--- src/rtl/rfd_pkg.sv ---
package rfd_pkg;

  // Bytes kept from one frame; only the first sixteen are decoded.
  localparam int STORED_BYTES = 16;
  localparam int DECODED_BYTES = 16;
  localparam int STORE_AW = $clog2(STORED_BYTES);
  localparam int WPOS_W = $clog2(STORED_BYTES + 1);

  localparam int QUEUE_DEPTH = 2;
  localparam int QUEUE_AW = (QUEUE_DEPTH > 1) ? $clog2(QUEUE_DEPTH) : 1;
  localparam int QUEUE_CW = $clog2(QUEUE_DEPTH + 1);

  localparam int CFG_IDX_W = 3;
  localparam int CFG_DATA_W = 10;

  localparam logic [CFG_IDX_W-1:0] REG_DEADZONE_H = 3'd0;
  localparam logic [CFG_IDX_W-1:0] REG_DEADZONE_V = 3'd1;
  localparam logic [CFG_IDX_W-1:0] REG_LEFT_X_ZERO = 3'd2;
  localparam logic [CFG_IDX_W-1:0] REG_LEFT_Y_ZERO = 3'd3;
  localparam logic [CFG_IDX_W-1:0] REG_STICK_LIMIT = 3'd4;

  localparam logic [7:0] DEADZONE_H_RESET = 8'd5;
  localparam logic [7:0] DEADZONE_V_RESET = 8'd10;
  localparam logic [9:0] LEFT_X_ZERO_RESET = 10'd23;
  localparam logic [9:0] LEFT_Y_ZERO_RESET = 10'd10;
  localparam logic [9:0] STICK_LIMIT_RESET = 10'd660;

  typedef enum logic {
    ITEM_BYTE,
    ITEM_IDLE
  } item_kind_t;

  typedef struct packed {
    item_kind_t kind;
    logic [7:0] data;
  } item_t;

  typedef struct packed {
    logic  valid;
    item_t item;
  } queue_head_t;

endpackage

--- src/rtl/rfd_front.sv ---
module rfd_front (
  input  logic                clk,
  input  logic                rst,
  input  logic                start,
  input  logic                idle,
  input  logic [7:0]          rx_byte,
  input  logic                pop,
  output logic                busy,
  output rfd_pkg::queue_head_t head
);

  rfd_pkg::item_t                 queue [rfd_pkg::QUEUE_DEPTH];
  logic [rfd_pkg::QUEUE_AW-1:0]   wr_ptr;
  logic [rfd_pkg::QUEUE_AW-1:0]   rd_ptr;
  logic [rfd_pkg::QUEUE_CW-1:0]   count;
  logic                           push;
  logic                           do_pop;
  rfd_pkg::item_t                 incoming;

  localparam logic [rfd_pkg::QUEUE_AW-1:0] LAST_SLOT =
    rfd_pkg::QUEUE_AW'(rfd_pkg::QUEUE_DEPTH - 1);
  localparam logic [rfd_pkg::QUEUE_CW-1:0] FULL_COUNT =
    rfd_pkg::QUEUE_CW'(rfd_pkg::QUEUE_DEPTH);

  assign busy = (count == FULL_COUNT);
  assign push = start && !busy;
  assign do_pop = pop && (count != '0);

  always_comb begin
    incoming.kind = idle ? rfd_pkg::ITEM_IDLE : rfd_pkg::ITEM_BYTE;
    incoming.data = rx_byte;
  end

  assign head.valid = (count != '0);
  assign head.item = queue[rd_ptr];

  always_ff @(posedge clk) begin
    if (rst) begin
      wr_ptr <= '0;
      rd_ptr <= '0;
      count <= '0;
    end else begin
      if (push) begin
        queue[wr_ptr] <= incoming;
        wr_ptr <= (wr_ptr == LAST_SLOT) ? '0 : wr_ptr + 1'b1;
      end
      if (do_pop) begin
        rd_ptr <= (rd_ptr == LAST_SLOT) ? '0 : rd_ptr + 1'b1;
      end
      if (push && !do_pop) begin
        count <= count + 1'b1;
      end else if (do_pop && !push) begin
        count <= count - 1'b1;
      end
    end
  end

  a_count_bound: assert property (@(posedge clk) disable iff (rst)
    count <= FULL_COUNT)
    else $error("queue count above depth");

  a_push_grows: assert property (@(posedge clk) disable iff (rst)
    push && !do_pop |=> count == $past(count) + 1'b1)
    else $error("queue count did not grow on push");

endmodule

--- src/rtl/rfd_back.sv ---
module rfd_back (
  input  logic                               clk,
  input  logic                               rst,
  input  rfd_pkg::queue_head_t               head,
  output logic                               pop,
  input  logic                               cfg_we,
  input  logic [rfd_pkg::CFG_IDX_W-1:0]      cfg_index,
  input  logic [rfd_pkg::CFG_DATA_W-1:0]     cfg_data,
  output logic                               done,
  output logic signed [10:0]                 right_x,
  output logic signed [10:0]                 right_y,
  output logic signed [10:0]                 left_x,
  output logic signed [10:0]                 left_y,
  output logic [1:0]                         switch_left,
  output logic [1:0]                         switch_right,
  output logic signed [15:0]                 mouse_x,
  output logic signed [15:0]                 mouse_y,
  output logic [7:0]                         mouse_left,
  output logic [7:0]                         mouse_right,
  output logic [15:0]                        key_bits,
  output logic                               frame_rejected
);

  typedef struct packed {
    logic signed [10:0] rx;
    logic signed [10:0] ry;
    logic signed [10:0] lx;
    logic signed [10:0] ly;
    logic [1:0]         sw_l;
    logic [1:0]         sw_r;
    logic [15:0]        mx;
    logic [15:0]        my;
    logic [7:0]         ml;
    logic [7:0]         mr;
    logic [15:0]        key;
  } decode_t;

  logic [7:0]                  deadzone_h;
  logic [7:0]                  deadzone_v;
  logic [9:0]                  left_x_zero;
  logic [9:0]                  left_y_zero;
  logic [9:0]                  stick_limit;

  logic [7:0]                  store [rfd_pkg::STORED_BYTES];
  logic [rfd_pkg::WPOS_W-1:0]  wpos;

  logic [7:0]                  b [rfd_pkg::DECODED_BYTES];
  logic [10:0]                 raw0, raw1, raw2, raw3;
  decode_t                     dec_next;
  decode_t                     dec;
  logic                        dec_valid;

  logic [10:0]                 mag_rx, mag_ry, mag_lx, mag_ly;
  logic                        zero_lx, zero_ly;
  logic                        reject;

  function automatic logic signed [10:0] shrink(input logic signed [10:0] v,
                                                input logic [7:0] z);
    logic signed [11:0] ve;
    logic signed [11:0] zs;
    logic signed [11:0] r;
    ve = 12'(v);
    zs = $signed({4'b0000, z});
    if (ve > zs) begin
      r = ve - zs;
    end else if (ve < -zs) begin
      r = ve + zs;
    end else begin
      r = '0;
    end
    return r[10:0];
  endfunction

  function automatic logic [10:0] magnitude(input logic signed [10:0] v);
    return v[10] ? 11'(-v) : 11'(v);
  endfunction

  // The back end never stalls, so the queue head is taken whenever present.
  assign pop = head.valid;

  always_comb begin
    for (int i = 0; i < rfd_pkg::DECODED_BYTES; i++) begin
      b[i] = store[i];
    end
    raw0 = {b[1][2:0], b[0]};
    raw1 = {b[2][5:0], b[1][7:3]};
    raw2 = {b[4][0], b[3], b[2][7:6]};
    raw3 = {b[5][3:0], b[4][7:1]};
    // Subtracting the 1024 center of an 11-bit code flips its top bit.
    dec_next.rx = shrink($signed({~raw0[10], raw0[9:0]}), deadzone_h);
    dec_next.ry = shrink($signed({~raw1[10], raw1[9:0]}), deadzone_v);
    dec_next.lx = shrink($signed({~raw2[10], raw2[9:0]}), deadzone_h);
    dec_next.ly = shrink($signed({~raw3[10], raw3[9:0]}), deadzone_v);
    dec_next.sw_l = b[5][7:6];
    dec_next.sw_r = b[5][5:4];
    dec_next.mx = {b[7], b[6]};
    dec_next.my = 16'd0 - {b[9], b[8]};
    dec_next.ml = b[12];
    dec_next.mr = b[13];
    dec_next.key = {b[15], b[14]};
  end

  always_comb begin
    mag_rx = magnitude(dec.rx);
    mag_ry = magnitude(dec.ry);
    mag_lx = magnitude(dec.lx);
    mag_ly = magnitude(dec.ly);
    zero_lx = (mag_lx <= {1'b0, left_x_zero});
    zero_ly = (mag_ly <= {1'b0, left_y_zero});
    reject = (mag_rx > {1'b0, stick_limit}) ||
             (mag_ry > {1'b0, stick_limit}) ||
             (!zero_lx && (mag_lx > {1'b0, stick_limit})) ||
             (!zero_ly && (mag_ly > {1'b0, stick_limit}));
  end

  always_ff @(posedge clk) begin
    if (rst) begin
      deadzone_h <= rfd_pkg::DEADZONE_H_RESET;
      deadzone_v <= rfd_pkg::DEADZONE_V_RESET;
      left_x_zero <= rfd_pkg::LEFT_X_ZERO_RESET;
      left_y_zero <= rfd_pkg::LEFT_Y_ZERO_RESET;
      stick_limit <= rfd_pkg::STICK_LIMIT_RESET;
    end else if (cfg_we) begin
      unique case (cfg_index)
        rfd_pkg::REG_DEADZONE_H:  deadzone_h <= cfg_data[7:0];
        rfd_pkg::REG_DEADZONE_V:  deadzone_v <= cfg_data[7:0];
        rfd_pkg::REG_LEFT_X_ZERO: left_x_zero <= cfg_data;
        rfd_pkg::REG_LEFT_Y_ZERO: left_y_zero <= cfg_data;
        rfd_pkg::REG_STICK_LIMIT: stick_limit <= cfg_data;
        default: ;
      endcase
    end
  end

  always_ff @(posedge clk) begin
    if (rst) begin
      for (int i = 0; i < rfd_pkg::STORED_BYTES; i++) begin
        store[i] <= '0;
      end
      wpos <= '0;
      dec_valid <= 1'b0;
    end else begin
      dec_valid <= head.valid && (head.item.kind == rfd_pkg::ITEM_IDLE);
      if (head.valid) begin
        if (head.item.kind == rfd_pkg::ITEM_IDLE) begin
          wpos <= '0;
        end else if (wpos < rfd_pkg::WPOS_W'(rfd_pkg::STORED_BYTES)) begin
          store[wpos[rfd_pkg::STORE_AW-1:0]] <= head.item.data;
          wpos <= wpos + 1'b1;
        end
      end
    end
  end

  always_ff @(posedge clk) begin
    if (head.valid && (head.item.kind == rfd_pkg::ITEM_IDLE)) begin
      dec <= dec_next;
    end
  end

  always_ff @(posedge clk) begin
    if (rst) begin
      done <= 1'b0;
    end else begin
      done <= dec_valid;
    end
  end

  always_ff @(posedge clk) begin
    if (dec_valid) begin
      key_bits <= dec.key;
      frame_rejected <= reject;
      if (reject) begin
        right_x <= '0;
        right_y <= '0;
        left_x <= '0;
        left_y <= '0;
        switch_left <= '0;
        switch_right <= '0;
        mouse_x <= '0;
        mouse_y <= '0;
        mouse_left <= '0;
        mouse_right <= '0;
      end else begin
        right_x <= dec.rx;
        right_y <= dec.ry;
        left_x <= zero_lx ? 11'sd0 : dec.lx;
        left_y <= zero_ly ? 11'sd0 : dec.ly;
        switch_left <= dec.sw_l;
        switch_right <= dec.sw_r;
        mouse_x <= $signed(dec.mx);
        mouse_y <= $signed(dec.my);
        mouse_left <= dec.ml;
        mouse_right <= dec.mr;
      end
    end
  end

  a_wpos_bound: assert property (@(posedge clk) disable iff (rst)
    wpos <= rfd_pkg::WPOS_W'(rfd_pkg::STORED_BYTES))
    else $error("write position beyond store");

  a_done_follows_decode: assert property (@(posedge clk) disable iff (rst)
    done |-> $past(dec_valid))
    else $error("result strobe without a decoded frame");

  a_rejected_zeroed: assert property (@(posedge clk) disable iff (rst)
    done && frame_rejected |-> right_x == 11'sd0 && left_y == 11'sd0 &&
                               mouse_x == 16'sd0 && mouse_right == 8'd0)
    else $error("rejected frame carries nonzero fields");

  a_idle_rewinds: assert property (@(posedge clk) disable iff (rst)
    head.valid && head.item.kind == rfd_pkg::ITEM_IDLE |=> wpos == '0)
    else $error("idle did not rewind the write position");

endmodule

--- src/rtl/remote_frame_decoder_top.sv ---
// Timing: an idle beat accepted into the queue is registered in dec and dec_valid, and then
// done rises together with the registered result outputs.
// Throughput: one beat per cycle; the back end drains the two-entry queue every
// cycle, so busy stays low and byte beats produce no result.
// Reset (rst, synchronous, active high) clears the byte store, the write position,
// the queue and the strobe, and loads the register reset values; the receiver cannot stall.
module remote_frame_decoder_top (
  input  logic                           clk,
  input  logic                           rst,
  input  logic                           start,
  output logic                           busy,
  input  logic                           idle,
  input  logic [7:0]                     rx_byte,
  input  logic                           cfg_we,
  input  logic [rfd_pkg::CFG_IDX_W-1:0]  cfg_index,
  input  logic [rfd_pkg::CFG_DATA_W-1:0] cfg_data,
  output logic                           done,
  output logic signed [10:0]             right_x,
  output logic signed [10:0]             right_y,
  output logic signed [10:0]             left_x,
  output logic signed [10:0]             left_y,
  output logic [1:0]                     switch_left,
  output logic [1:0]                     switch_right,
  output logic signed [15:0]             mouse_x,
  output logic signed [15:0]             mouse_y,
  output logic [7:0]                     mouse_left,
  output logic [7:0]                     mouse_right,
  output logic [15:0]                    key_bits,
  output logic                           frame_rejected
);

  rfd_pkg::queue_head_t head;
  logic                 pop;

  rfd_front u_front (
    .clk     (clk),
    .rst     (rst),
    .start   (start),
    .idle    (idle),
    .rx_byte (rx_byte),
    .pop     (pop),
    .busy    (busy),
    .head    (head)
  );

  rfd_back u_back (
    .clk            (clk),
    .rst            (rst),
    .head           (head),
    .pop            (pop),
    .cfg_we         (cfg_we),
    .cfg_index      (cfg_index),
    .cfg_data       (cfg_data),
    .done           (done),
    .right_x        (right_x),
    .right_y        (right_y),
    .left_x         (left_x),
    .left_y         (left_y),
    .switch_left    (switch_left),
    .switch_right   (switch_right),
    .mouse_x        (mouse_x),
    .mouse_y        (mouse_y),
    .mouse_left     (mouse_left),
    .mouse_right    (mouse_right),
    .key_bits       (key_bits),
    .frame_rejected (frame_rejected)
  );

endmodule
--- config.mk ---
export PLATFORM = sky130hd
export DESIGN_NAME = remote_frame_decoder_top
export DESIGN_NICKNAME = d
export VERILOG_FILES = /design/src/rtl/rfd_pkg.sv /design/src/rtl/rfd_front.sv /design/src/rtl/rfd_back.sv /design/src/rtl/remote_frame_decoder_top.sv
export SDC_FILE = /design/constraint.sdc
export NUM_CORES = 1
export LEC_CHECK = 0
export ABC_AREA = 1
export BUFFER_PORTS_ARGS = -buffer_cell sky130_fd_sc_hd__clkbuf_2
export CORE_MARGIN = 3
export CORE_UTILIZATION = 45
export CTS_BUF_LIST = sky130_fd_sc_hd__clkbuf_8
export DETAILED_ROUTE_END_ITERATION = 7
export GPL_TIMING_DRIVEN = 0
export SYNTH_ARGS = -nofsm -noshare
export SYNTH_HDL_FRONTEND = slang
export SYNTH_SLANG_ARGS = --single-unit
--- constraint.sdc ---
create_clock -name clk -period 14 [get_ports clk]
set_input_delay 2.8 -clock clk [delete_from_list [all_inputs] [get_ports clk]]
set_output_delay 2.8 -clock clk [all_outputs]
set_load 0.01 [all_outputs]
==> results of run 1 <==
==> cell usage in the layout (no fill, tap or decap), types with 4 or more instances in the layout <==
cell type / instances
edfxtp_1: 355
clkinv_2: 5
clkbuf_8: 82
nor2_2: 11
buf_12: 4
buf_6: 6
nor3_1: 42
bufinv_16: 4
a31oi_1: 8
clkbuf_2: 142
nand2_4: 11
nor2_4: 12
mux2i_1: 8
nor2_1: 313
xor2_1: 110
fa_1: 8
clkinv_1: 10
nand3b_1: 8
o21ai_1: 12
o21ai_0: 75
a22oi_1: 5
o211ai_1: 15
dfxtp_1: 57
a21oi_1: 116
buf_2: 16
inv_1: 305
nand4_1: 28
clkbuf_1: 25
o21bai_1: 10
a21o_1: 7
nand2_2: 6
nand3_2: 7
xnor2_1: 8
ha_1: 180
nand2_1: 286
inv_2: 8
nand3_1: 111
==> layout make-up <==
type	count	area, um^2
clock inverter	50	345
clock buffer	82	1130
inverter	288	1090
buffer	50	272
tap	615	769
sequential	413	11800
fill	4337	23000
multi-input combinational	1429	8850
timing repair buffer	144	788
antenna	2	5.00
==> per-stage QoR <==
| stage | hold slack, ns | std cells | power, mW |
|---|---|---|---|
| after CTS | 0.399 | 3071 | 4.31 |
| after global routing | 0.401 | 3072 | 4.54 |
| after detailed placement | 0.405 | 2939 | 3.18 |
| final | 0.394 | 3073 | 4.26 |
| after global placement | 0.402 | 2935 | 3.17 |
| after floorplan | 0.400 | 2180 | 2.73 |
==> power by group through the flow <==
stage | clock network (mW) | logic (mW) | registers [mW]
6_report | 1.12 | 1.36 | 1.78
3_5_place_dp | 0 | 1.37 | 1.81
4_1_cts | 1.15 | 1.38 | 1.78
2_1_floorplan | 0 | 0.899 | 1.84
3_3_place_gp | 0 | 1.31 | 1.86
5_1_grt | 1.21 | 1.54 | 1.80
==> critical path, stage by stage <==
cell and delay (ns):
clkbuf_2 0.17, clkbuf_1 0.37, nor3_1 1.10
==> synthesized netlist by cell type, drive strengths merged <==
library cell / n / area (um^2)
nand2: 303 / 1230
clkbuf: 27 / 104
nor2: 339 / 1430
mux2: 1 / 15.0
o21ai: 87 / 435
mux2i: 8 / 80.1
a22oi: 5 / 37.5
xnor2: 8 / 70.1
inv: 286 / 1080
a211oi: 3 / 22.5
edfxtp: 355 / 10700
nand3b: 8 / 60.1
and3: 1 / 6.26
nor4: 2 / 12.5
nor3: 43 / 220
a21oi: 118 / 598
nor3b: 1 / 7.51
dfxtp: 58 / 1160
a21o: 7 / 52.6
o21a: 3 / 22.5
fa: 8 / 160
o221ai: 3 / 26.3
xor2: 110 / 963
a32o: 2 / 20.0
o41ai: 3 / 26.3
o31ai: 3 / 22.5
or2: 3 / 18.8
nand4: 28 / 175
buf: 23 / 168
o21bai: 10 / 75.1
o32ai: 1 / 8.76
o211ai: 15 / 113
nand3: 118 / 626
a31oi: 8 / 50.1
clkinv: 2 / 8.75
ha: 180 / 2250
==> routing by layer <==
metal,vias up,global-route usage,part of all wire
li1,7824,-,-
met1,7508,0.279,0.44
met2,346,0.351,0.48
met3,103,0.0315,0.043
met4,0,0.0905,0.035
met5,-,0,0
==> worst max-delay path by stage <==
stage	start	endpoint	slack, ns	depth (start not counted)
floorplan	register	u_back.wpos[1]	7.52	6
global placement	register	u_back.wpos[3]	4.62	6
detailed placement	rst	u_front.queue[1][4]	9.09	3
CTS	rst	u_front.queue[1][1]	9.80	3
global route	rst	u_front.queue[1][1]	9.70	3
finish	rst	u_front.queue[1][1]	9.81	3
==> state kept, by name, summed over array words and instances (netlist names), 10 cells and up, named ones only <==
signal,cells
u_front.queue,18
u_back.mouse_y,16
u_back.stick_limit,10
u_back.store,112
u_back.left_x,11
u_back.right_x,11
u_back.left_y,11
u_back.right_y,11
u_back.dec,112
u_back.left_y_zero,10
u_back.key_bits,16
u_back.left_x_zero,10
u_back.mouse_x,16
==> cell families after synthesis <==
family          Yosys count
mux                       9
compound gates          268
xor+xnor                118
buf+inv                 338
fa+ha+maj               188
flops                   413
simple gates            846
==> key figures, run 1 <==
Run status
  • Result of the run: completed

Setup path
  • Req. time, crit path: ~14 ns
  • Launch point of the worst reg-to-reg path: u_back.dec[68]
  • Length in cells of the worst reg-to-reg path: 18
  • Endpoint of the most critical register-to-register path: u_back.switch_left[0]
  • Data arrival time of the critical path: 4.44 ns
  • Type of element capturing the critical path: register
  • Critical path type: in -> reg
  • Max Fanout on Critical Path: 10
  • Sort of element at the start of the critical path: input port
  • R2R Setup Slk: 10.54 ns

Placed design
  • Cell Area, Placed: 23600 um^2
  • Last weighted congestion value of the routability-driven placer: 0.913
  • Placement Setup Slack: 9.09 ns
  • DP HPWL: 40800 um
  • # port buffers: 140

STA
  • Setup repair after global routing missed its margin: false
  • Final Critical Period: 4.19 ns
  • Max frequency: 0.238 GHz
  • Worst Max-Slew Pin Slew: 1.25 ns
  • Headroom to the max-slew limit: 0.160
  • Setup-failing EPs final: 0
  • Post-route clock period utilization: 0.300
  • Worst Slack Setup Final: 9.81 ns
  • TNS Setup: 0 ns
  • Final hold vios: 0
  • Final number of max-transition violations: 0
  • Largest clock skew in the final design: 0.0280 ns

Logic synthesis
  • Synth Area in Adders: 0.110
  • Share of synthesized area occupied by flip-flops and latches: 0.537
  • Synthesized area per cell: just over 10 um^2
  • Xor-xnor portion of the synthesized cell area: 0.0469
  • Flip-flop and latch count after synthesis: 413
  • Synthesized-area fraction occupied by and/or/nand/nor cells: 0.172
  • Largest family of logic cells by synthesized area: simple AND/OR/NAND/NOR gates
  • Mapped cell area: 22000 um^2
  • Unique masters post-synth: about 50
  • Cells after Synth: 2180
  • Area fraction in compound gates after synthesis: 0.0686
  • Multiplexer share of the synthesized area: 0.00432
  • Syn. warnings: 0
  • Net count after synthesis: 2394

Global route
  • Global router's overall resource usage: 0.212
  • Antenna violations before repair: 1
  • Pin count of the biggest net entering global routing: 64
  • Total congestion overflow: 0
  • Vias in the first global route: 15549
  • Global-route wire length before repair: roughly 84000 um

Power and ir drop
  • Switching Power: 1.53 mW
  • Maximum ir drop on the vdd rail: 0.0888 mV
  • Switching part of the total power: 0.359
  • Cell leakage power: 11.3 nW
  • Power Internal: 2.73 mW
  • Power Dens Cells: 170 nW/um^2
  • Combinational group share of total power: 0.320
  • Clk network pwr share: 0.262
  • Sequential cell fraction of total power: 0.418

Die
  • Count of pins on the block boundary: 141
  • Die Outline Area: 51600 um^2
  • Core Region: 48000 um^2
  • Std cell rows: 80
  • Die extent in x: between 200 and 250 um
  • Initial core utilization: 0.458
  • Die Height: between 200 and 250 um

Drt
  • Via-to-Cell Ratio: 5.14
  • Drt total wl: between 50000 and 60000 um
  • Total number of vias: 15781
  • Wirelength per Cell: 17.6 um
  • Antenna viol nets, final: 0
  • Total iterations of the first detailed-routing run: 5
  • Residual DRC: 0
  • 1st-iter DRT viols: 1173

Finish
  • Fraction of final layout cells sized beyond drive strength 1: 0.135
  • Area growth, synth to finish: 13.8%
  • Layout Cell Area excl Fill: 25100 um^2
  • Layout Utilization: 0.522
  • Final #Nets: 2613

Clock network
  • Post-CTS Hold Buffers: 0
  • Max Buffers Root-to-Sink: 3
  • Post-CTS setup buffers: 0
  • CTS tree: done
  • CTS buffer count: 73
  • Level count of the clock H-tree: 3
  • TritonCTS sink count: about 410
  • Reg clk slew, reported paths: 0.06 ns
  • Clk_lat worst skew: 0.66 ns
  • Post-CTS sizing: 0
  • Buffer cell driving the clock tree root: clkbuf_8

Min path
  • Min-Delay Endpoint: u_back.dec[61]
  • Class of the worst hold path: reg -> reg
  • Cell count of the worst hold path: 0
  • Worst Min Path Start: u_back.store[7][5]

Job
  • Number of maximum-capacitance constraint violations: 0
(Power assumes the default switching activity.)
==> run 2: changes to the inputs <==
==> constraint.sdc (replaced) <==
create_clock -name clk -period 3.4 [get_ports clk]
set_input_delay 0.68 -clock clk [delete_from_list [all_inputs] [get_ports clk]]
set_output_delay 0.68 -clock clk [all_outputs]
set_load 0.01 [all_outputs]
==> key figures, run 2 (synthesis gave the netlist of run 1 again) <==
Global route
  • Global router's overall resource usage: 0.212 (+0.000333)
  • Vias in the first global route: 15722 (+1.1%)
  • Total congestion overflow: 0 (unchanged)
  • Pin count of the biggest net entering global routing: 68 (+6.3%)
  • Global-route wire length before repair: 84300 um (+0.45%)
  • Antenna violations before repair: 1 (unchanged)

Clock network
  • CTS buffer count: 72 (-1.4%)
  • Clk_lat worst skew: 0.65 ns (about the same)
  • Level count of the clock H-tree: 3 (unchanged)
  • Reg clk slew, reported paths: 0.06 ns (about the same)
  • Max Buffers Root-to-Sink: 3 (unchanged)
  • TritonCTS sink count: 413 (unchanged)
  • Post-CTS Hold Buffers: 0 (unchanged)
  • Buffer cell driving the clock tree root: clkbuf_8
  • CTS tree: done

STA
  • Final Critical Period: 3.18 ns
  • Final number of max-transition violations: 0 (unchanged)
  • Post-route clock period utilization: 0.934
  • Setup-failing EPs final: 0 (unchanged)
  • Worst Max-Slew Pin Slew: 1.28 ns (+0.0270 ns)
  • Worst Slack Setup Final: 0.225 ns (-9.58 ns)
  • Largest clock skew in the final design: 0.0244 ns (-0.00364 ns)
  • TNS Setup: 0 ns (unchanged)
  • Final-layout worst hold slack: 0.219 ns (-0.174 ns)
  • Headroom to the max-slew limit: 0.142 (-0.0181)
  • Max frequency: around 0.31 GHz
  • Final hold vios: 0 (unchanged)

Setup path
  • Sort of element at the start of the critical path: register
  • Length in cells of the worst reg-to-reg path: 18 (unchanged)
  • Critical path type: reg -> reg
  • Max Fanout on Critical Path: 10 (unchanged)
  • Data arrival time of the critical path: 3.66 ns (-0.78 ns)
  • Type of element capturing the critical path: register
  • Req. time, crit path: 3.89 ns (-10.36 ns)

Placed design
  • DP HPWL: 40900 um (+0.31%)
  • # port buffers: 140 (unchanged)
  • Last weighted congestion value of the routability-driven placer: 0.925 (+1.3%)
  • Number of placed instances, taps included: 2939 (unchanged)
  • Placement Setup Slack: 0.0104 ns (-9.08 ns)

Die
  • Std cell rows: 80 (unchanged)
  • Die extent in x: 227 um (unchanged)
  • Count of pins on the block boundary: 141 (unchanged)
  • Core Region: 48000 um^2 (unchanged)
  • Die Outline Area: 51600 um^2 (unchanged)
  • Initial core utilization: 0.458 (unchanged)
  • Die Height: 227 um (unchanged)

Drt
  • Total number of vias: 15746 (-0.22%)
  • Residual DRC: 0 (unchanged)
  • Antenna viol nets, final: 0 (unchanged)
  • Drt total wl: 54200 um (+0.22%)
  • Wirelength per Cell: 17.7 um (+0.35%)
  • Total iterations of the first detailed-routing run: 5 (unchanged)
  • Via-to-Cell Ratio: 5.13 (about the same)
  • 1st-iter DRT viols: 939 (-20%)

Power and ir drop
  • Power Dens Cells: 697 nW/um^2 (+310%)
  • Maximum ir drop on the vdd rail: 0.393 mV (+340%)
  • Overall power: 17.5 mW (+310%)
  • Cell leakage power: 11.3 nW (-0.19%)

Job
  • Number of maximum-capacitance constraint violations: 0 (unchanged)

Finish
  • Non-filler cells in the finished layout: 3069 (-0.13%)
  • Highest-count cells in the layout ignoring fill and taps: 355 x edfxtp_1, 309 x nor2_1, 299 x inv_1
  • Final #Nets: 2614 (+0.038%)
  • Area growth, synth to finish: 13.9% (about the same)
  • Registers with the highest flip-flop counts: u_back.dec (112), u_back.store (112), u_front.queue (18)
  • Fraction of final layout cells sized beyond drive strength 1: 0.143 (+0.00832)
  • Most frequent standard cell in the layout excluding fill and tap cells: edfxtp_1

Min path
  • Class of the worst hold path: in -> reg
  • Cell count of the worst hold path: 1 (+1)

Run status
  • Result of the run: completed
## run 2: cell types whose count changed in the layout (fill, tap and decap cells not counted), moves of 2 or more
cell,before,now
dfxtp_1,57,55
xor2_2,0,2
clkinv_2,5,8
xor2_1,110,108
nor2_1,313,309
clkbuf_1,25,23
clkbuf_8,82,77
inv_2,8,10
buf_4,0,2
inv_1,305,299
dfxtp_2,0,2
nor3_1,42,35
nor3_2,1,8
nor2_2,11,14
## run 2: what timing repair did
item | in CTS | in global routing
setup buffers | 0 | 2
setup endpoints to repair | 2 | 124
pin swaps | 0 | 3
gates cloned | 0 | 0
endpoints found under the hold margin | 0 | 0
resized for setup | 2 | 25
## run 2: worst max-delay path: stages (launching register included)
cell and delay (ns):
edfxtp_1 0.42, inv_2 0.13, ha_1 0.17, nand3_1 0.12, nor2_1 0.11, nand3_1 0.10, nand2_1 0.12, xor2_2 0.22
ha_1 0.28, a21o_1 0.18, a21oi_1 0.14, nand2_1 0.07, o21ai_1 0.11, nor2_2 0.08, nor2_4 0.19, nand2_4 0.12
buf_12 0.18, buf_6 0.14, nor2_1 0.13
## run 2: worst paths after layout
kind,endpoint,from,slack (ns)
setup / recovery,u_back.mouse_x[6],u_back.dec[68],0.22
hold / removal,u_front.queue[0][2],rx_byte[2],0.22
hold reg to reg,u_back.dec[62],u_back.store[7][6],0.41
setup reg to reg,u_back.mouse_x[6],u_back.dec[68],0.22
## run 2: per-layer routing
metal | vias up | track usage | wire length [um]
met3 | 116 | 0.0400 | 2660
met2 | 357 | 0.349 | 25800
met4 | 0 | 0.0947 | 1910
met1 | 7468 | 0.275 | 23800
li1 | 7805 | - | -
met5 | - | 0 | 0
## run 2: final cells by class
class | count | area [um^2]
fillers | 4435 | 23000
flip-flops and latches | 413 | 11800
multi-input cells | 1429 | 8930
inverters | 288 | 1090
clock buffers | 77 | 1060
repair buffers | 146 | 803
well taps | 615 | 769
clock inverters | 50 | 332
plain buffers | 50 | 284
diodes | 1 | 2.50
## run 2: where the power goes
group	switching [mW]	internal (mW)
logic	3.80	1.95
registers	0.494	6.84
clock network	2.06	2.34
## run 2: metrics by stage
stage,instance area (um^2),util
2_1_floorplan,22000,-
3_3_place_gp,23500,0.489
3_5_place_dp,23600,0.491
5_1_grt,25100,0.522
4_1_cts,25000,0.520
6_report,25100,0.522
==> run 3: changes to the inputs <==
--- a/config.mk
+++ b/config.mk
@@ -7,11 +7,11 @@
 export LEC_CHECK = 0
 export ABC_AREA = 1
 export BUFFER_PORTS_ARGS = -buffer_cell sky130_fd_sc_hd__clkbuf_2
-export CORE_MARGIN = 3
 export CORE_UTILIZATION = 45
 export CTS_BUF_LIST = sky130_fd_sc_hd__clkbuf_8
 export DETAILED_ROUTE_END_ITERATION = 7
 export GPL_TIMING_DRIVEN = 0
+export SKIP_CTS_REPAIR_TIMING = 1
 export SYNTH_ARGS = -nofsm -noshare
 export SYNTH_HDL_FRONTEND = slang
 export SYNTH_SLANG_ARGS = --single-unit
==> key figures, run 3 (synthesis gave the netlist of run 1 again) <==
Clock network
  • Level count of the clock H-tree: 3 (unchanged)
  • Max Buffers Root-to-Sink: 3 (unchanged)
  • Clk_lat worst skew: 0.66 ns (about the same)
  • Buffer cell driving the clock tree root: clkbuf_8
  • CTS buffer count: 71 (-1.4%)
  • Reg clk slew, reported paths: 0.06 ns (about the same)
  • CTS tree: done
  • TritonCTS sink count: 413 (unchanged)

Finish
  • Final #Nets: 2615 (+0.038%)
  • Most frequent standard cell in the layout excluding fill and tap cells: edfxtp_1
  • Layout Utilization: 0.521 (-0.00128)
  • Registers with the highest flip-flop counts: u_back.dec (112), u_back.store (112), u_front.queue (18)
  • Count of filler cells inserted in the layout: 4399 (-0.81%)
  • Area growth, synth to finish: 13.7%
  • Non-filler cells in the finished layout: 3072 (+0.098%)
  • Fraction of final layout cells sized beyond drive strength 1: 0.143 (-0.000524)
  • Highest-count cells in the layout ignoring fill and taps: 355 x edfxtp_1, 310 x nor2_1, 295 x inv_1

Global route
  • Vias in the first global route: 15695 (-0.17%)
  • Pin count of the biggest net entering global routing: 59 (-13%)
  • Total congestion overflow: 0 (unchanged)
  • Global-route wire length before repair: 84400 um (+0.17%)
  • Antenna violations before repair: 2 (+1)
  • Global router's overall resource usage: 0.220 (+0.00838)

Drt
  • 1st-iter DRT viols: 987 (+5.1%)
  • Total number of vias: 15692 (-0.34%)
  • Antenna viol nets, final: 0 (unchanged)
  • Wirelength per Cell: 17.5 um (-0.86%)
  • Via-to-Cell Ratio: 5.11 (-0.44%)
  • Drt total wl: 53800 um (-0.76%)
  • Residual DRC: 0 (unchanged)
  • Total iterations of the first detailed-routing run: 5 (unchanged)

Setup path
  • Sort of element at the start of the critical path: register
  • Type of element capturing the critical path: register
  • Req. time, crit path: 3.87 ns (-0.02 ns)
  • Max Fanout on Critical Path: 8 (-2)
  • Data arrival time of the critical path: 3.67 ns (about the same)
  • Critical path type: reg -> reg

Placed design
  • DP HPWL: 40700 um (-0.50%)
  • Last weighted congestion value of the routability-driven placer: 0.934 (+0.99%)
  • Number of placed instances, taps included: 2939 (unchanged)
  • # port buffers: 140 (unchanged)

STA
  • Worst Max-Slew Pin Slew: 1.20 ns (-0.0742 ns)
  • Headroom to the max-slew limit: 0.192 (+0.0498)
  • Setup-failing EPs final: 0 (unchanged)
  • Final Critical Period: 3.21 ns (+0.0321 ns)
  • Largest clock skew in the final design: 0.0318 ns (+0.00749 ns)
  • Max frequency: 0.312 GHz (-1.0%)
  • Post-route clock period utilization: 0.943 (+0.00945)
  • Final number of max-transition violations: 0 (unchanged)
  • Final hold vios: 0 (unchanged)

Min path
  • Class of the worst hold path: in -> reg

Power and ir drop
  • Power Dens Cells: 689 nW/um^2 (-1.1%)
  • Maximum ir drop on the vdd rail: 0.350 mV (-11%)
  • Cell leakage power: 11.3 nW (-0.30%)

Die
  • Std cell rows: 80 (unchanged)
  • Die extent in x: 223 um (-1.8%)
  • Initial core utilization: 0.458 (unchanged)
  • Die Height: 223 um (-1.8%)
  • Die Outline Area: 49800 um^2 (-3.5%)
  • Count of pins on the block boundary: 141 (unchanged)
  • Core Region: 48000 um^2 (unchanged)

Run status
  • Result of the run: completed

Job
  • Number of maximum-capacitance constraint violations: 0 (unchanged)
==> run 3: cell types whose count changed in the layout (fill, tap and decap cells not counted), moves of 3 or more <==
| cell | previous run | this run |
|---|---|---|
| inv_1 | 299 | 295 |
| clkinv_1 | 11 | 18 |
| clkbuf_8 | 77 | 73 |
| inv_6 | 1 | 4 |
==> run 3: cell type report <==
| cell class | instances | area [um^2] | share of cell area |
|---|---|---|---|
| repair buffers | 148 | 818 | 0.0327 |
| diodes | 2 | 5.00 | 0.000200 |
| flip-flops and latches | 413 | 11800 | 0.472 |
| clock inverters | 54 | 300 | 0.0120 |
| plain buffers | 50 | 285 | 0.0114 |
| multi-input cells | 1429 | 8940 | 0.357 |
| clock buffers | 73 | 1000 | 0.0401 |
| well taps | 615 | 769 | 0.0307 |
| inverters | 288 | 1090 | 0.0434 |
==> run 3: power by group <==
group	switching (mW)	internal [mW]	leakage, nW
clock network	2.03	2.17	0.755
logic	3.77	1.95	6.60
registers	0.500	6.84	3.91
==> run 3: worst paths after layout <==
kind,startpoint,to,slack [ns],depth (start not counted)
setup / recovery,u_back.deadzone_h[1],u_back.dec[111],0.19,15
hold / removal,rx_byte[0],u_front.queue[0][0],0.21,1
setup reg to reg,u_back.deadzone_h[1],u_back.dec[111],0.19,15
hold reg to reg,u_back.store[15][4],u_back.dec[12],0.40,0
==> run 3: per-stage QoR <==
step	setup TNS (ns)	hold WS, ns	power (mW)	area, um^2	setup slack (ns)
after floorplan	0	0.400	11.2	22000	0.156
after global placement	-153.68	0.402	13.0	23500	-1.07
after detailed placement	-0.465	0.405	13.1	23600	-0.0663
after CTS	-0.760	0.158	17.4	24900	-0.0978
after global routing	-0.138	0.188	18.4	25000	-0.0219
final	0	0.215	17.3	25000	0.193
==> run 3: critical path, stage by stage, from the launching register on <==
cell     delay [ns]
dfxtp_1        0.46
inv_1          0.20
ha_1           0.23
nand3_1        0.14
nor3_1         0.27
nand2_1        0.11
nor2_1         0.23
ha_1           0.29
nand2_1        0.09
nor2_1         0.05
nor2_1         0.08
nand3_1        0.10
nand2_1        0.07
o21a_1         0.34
nand2_2        0.15
o21ai_1        0.22
==> run 3: per-layer routing <==
metal / vias to the layer above / wire length, um / GRT usage
met5: - / 0 / 0
met4: 0 / 1530 / 0.0892
met3: 86 / 2250 / 0.0309
met2: 328 / 26200 / 0.369
met1: 7454 / 23900 / 0.288
li1: 7824 / - / -
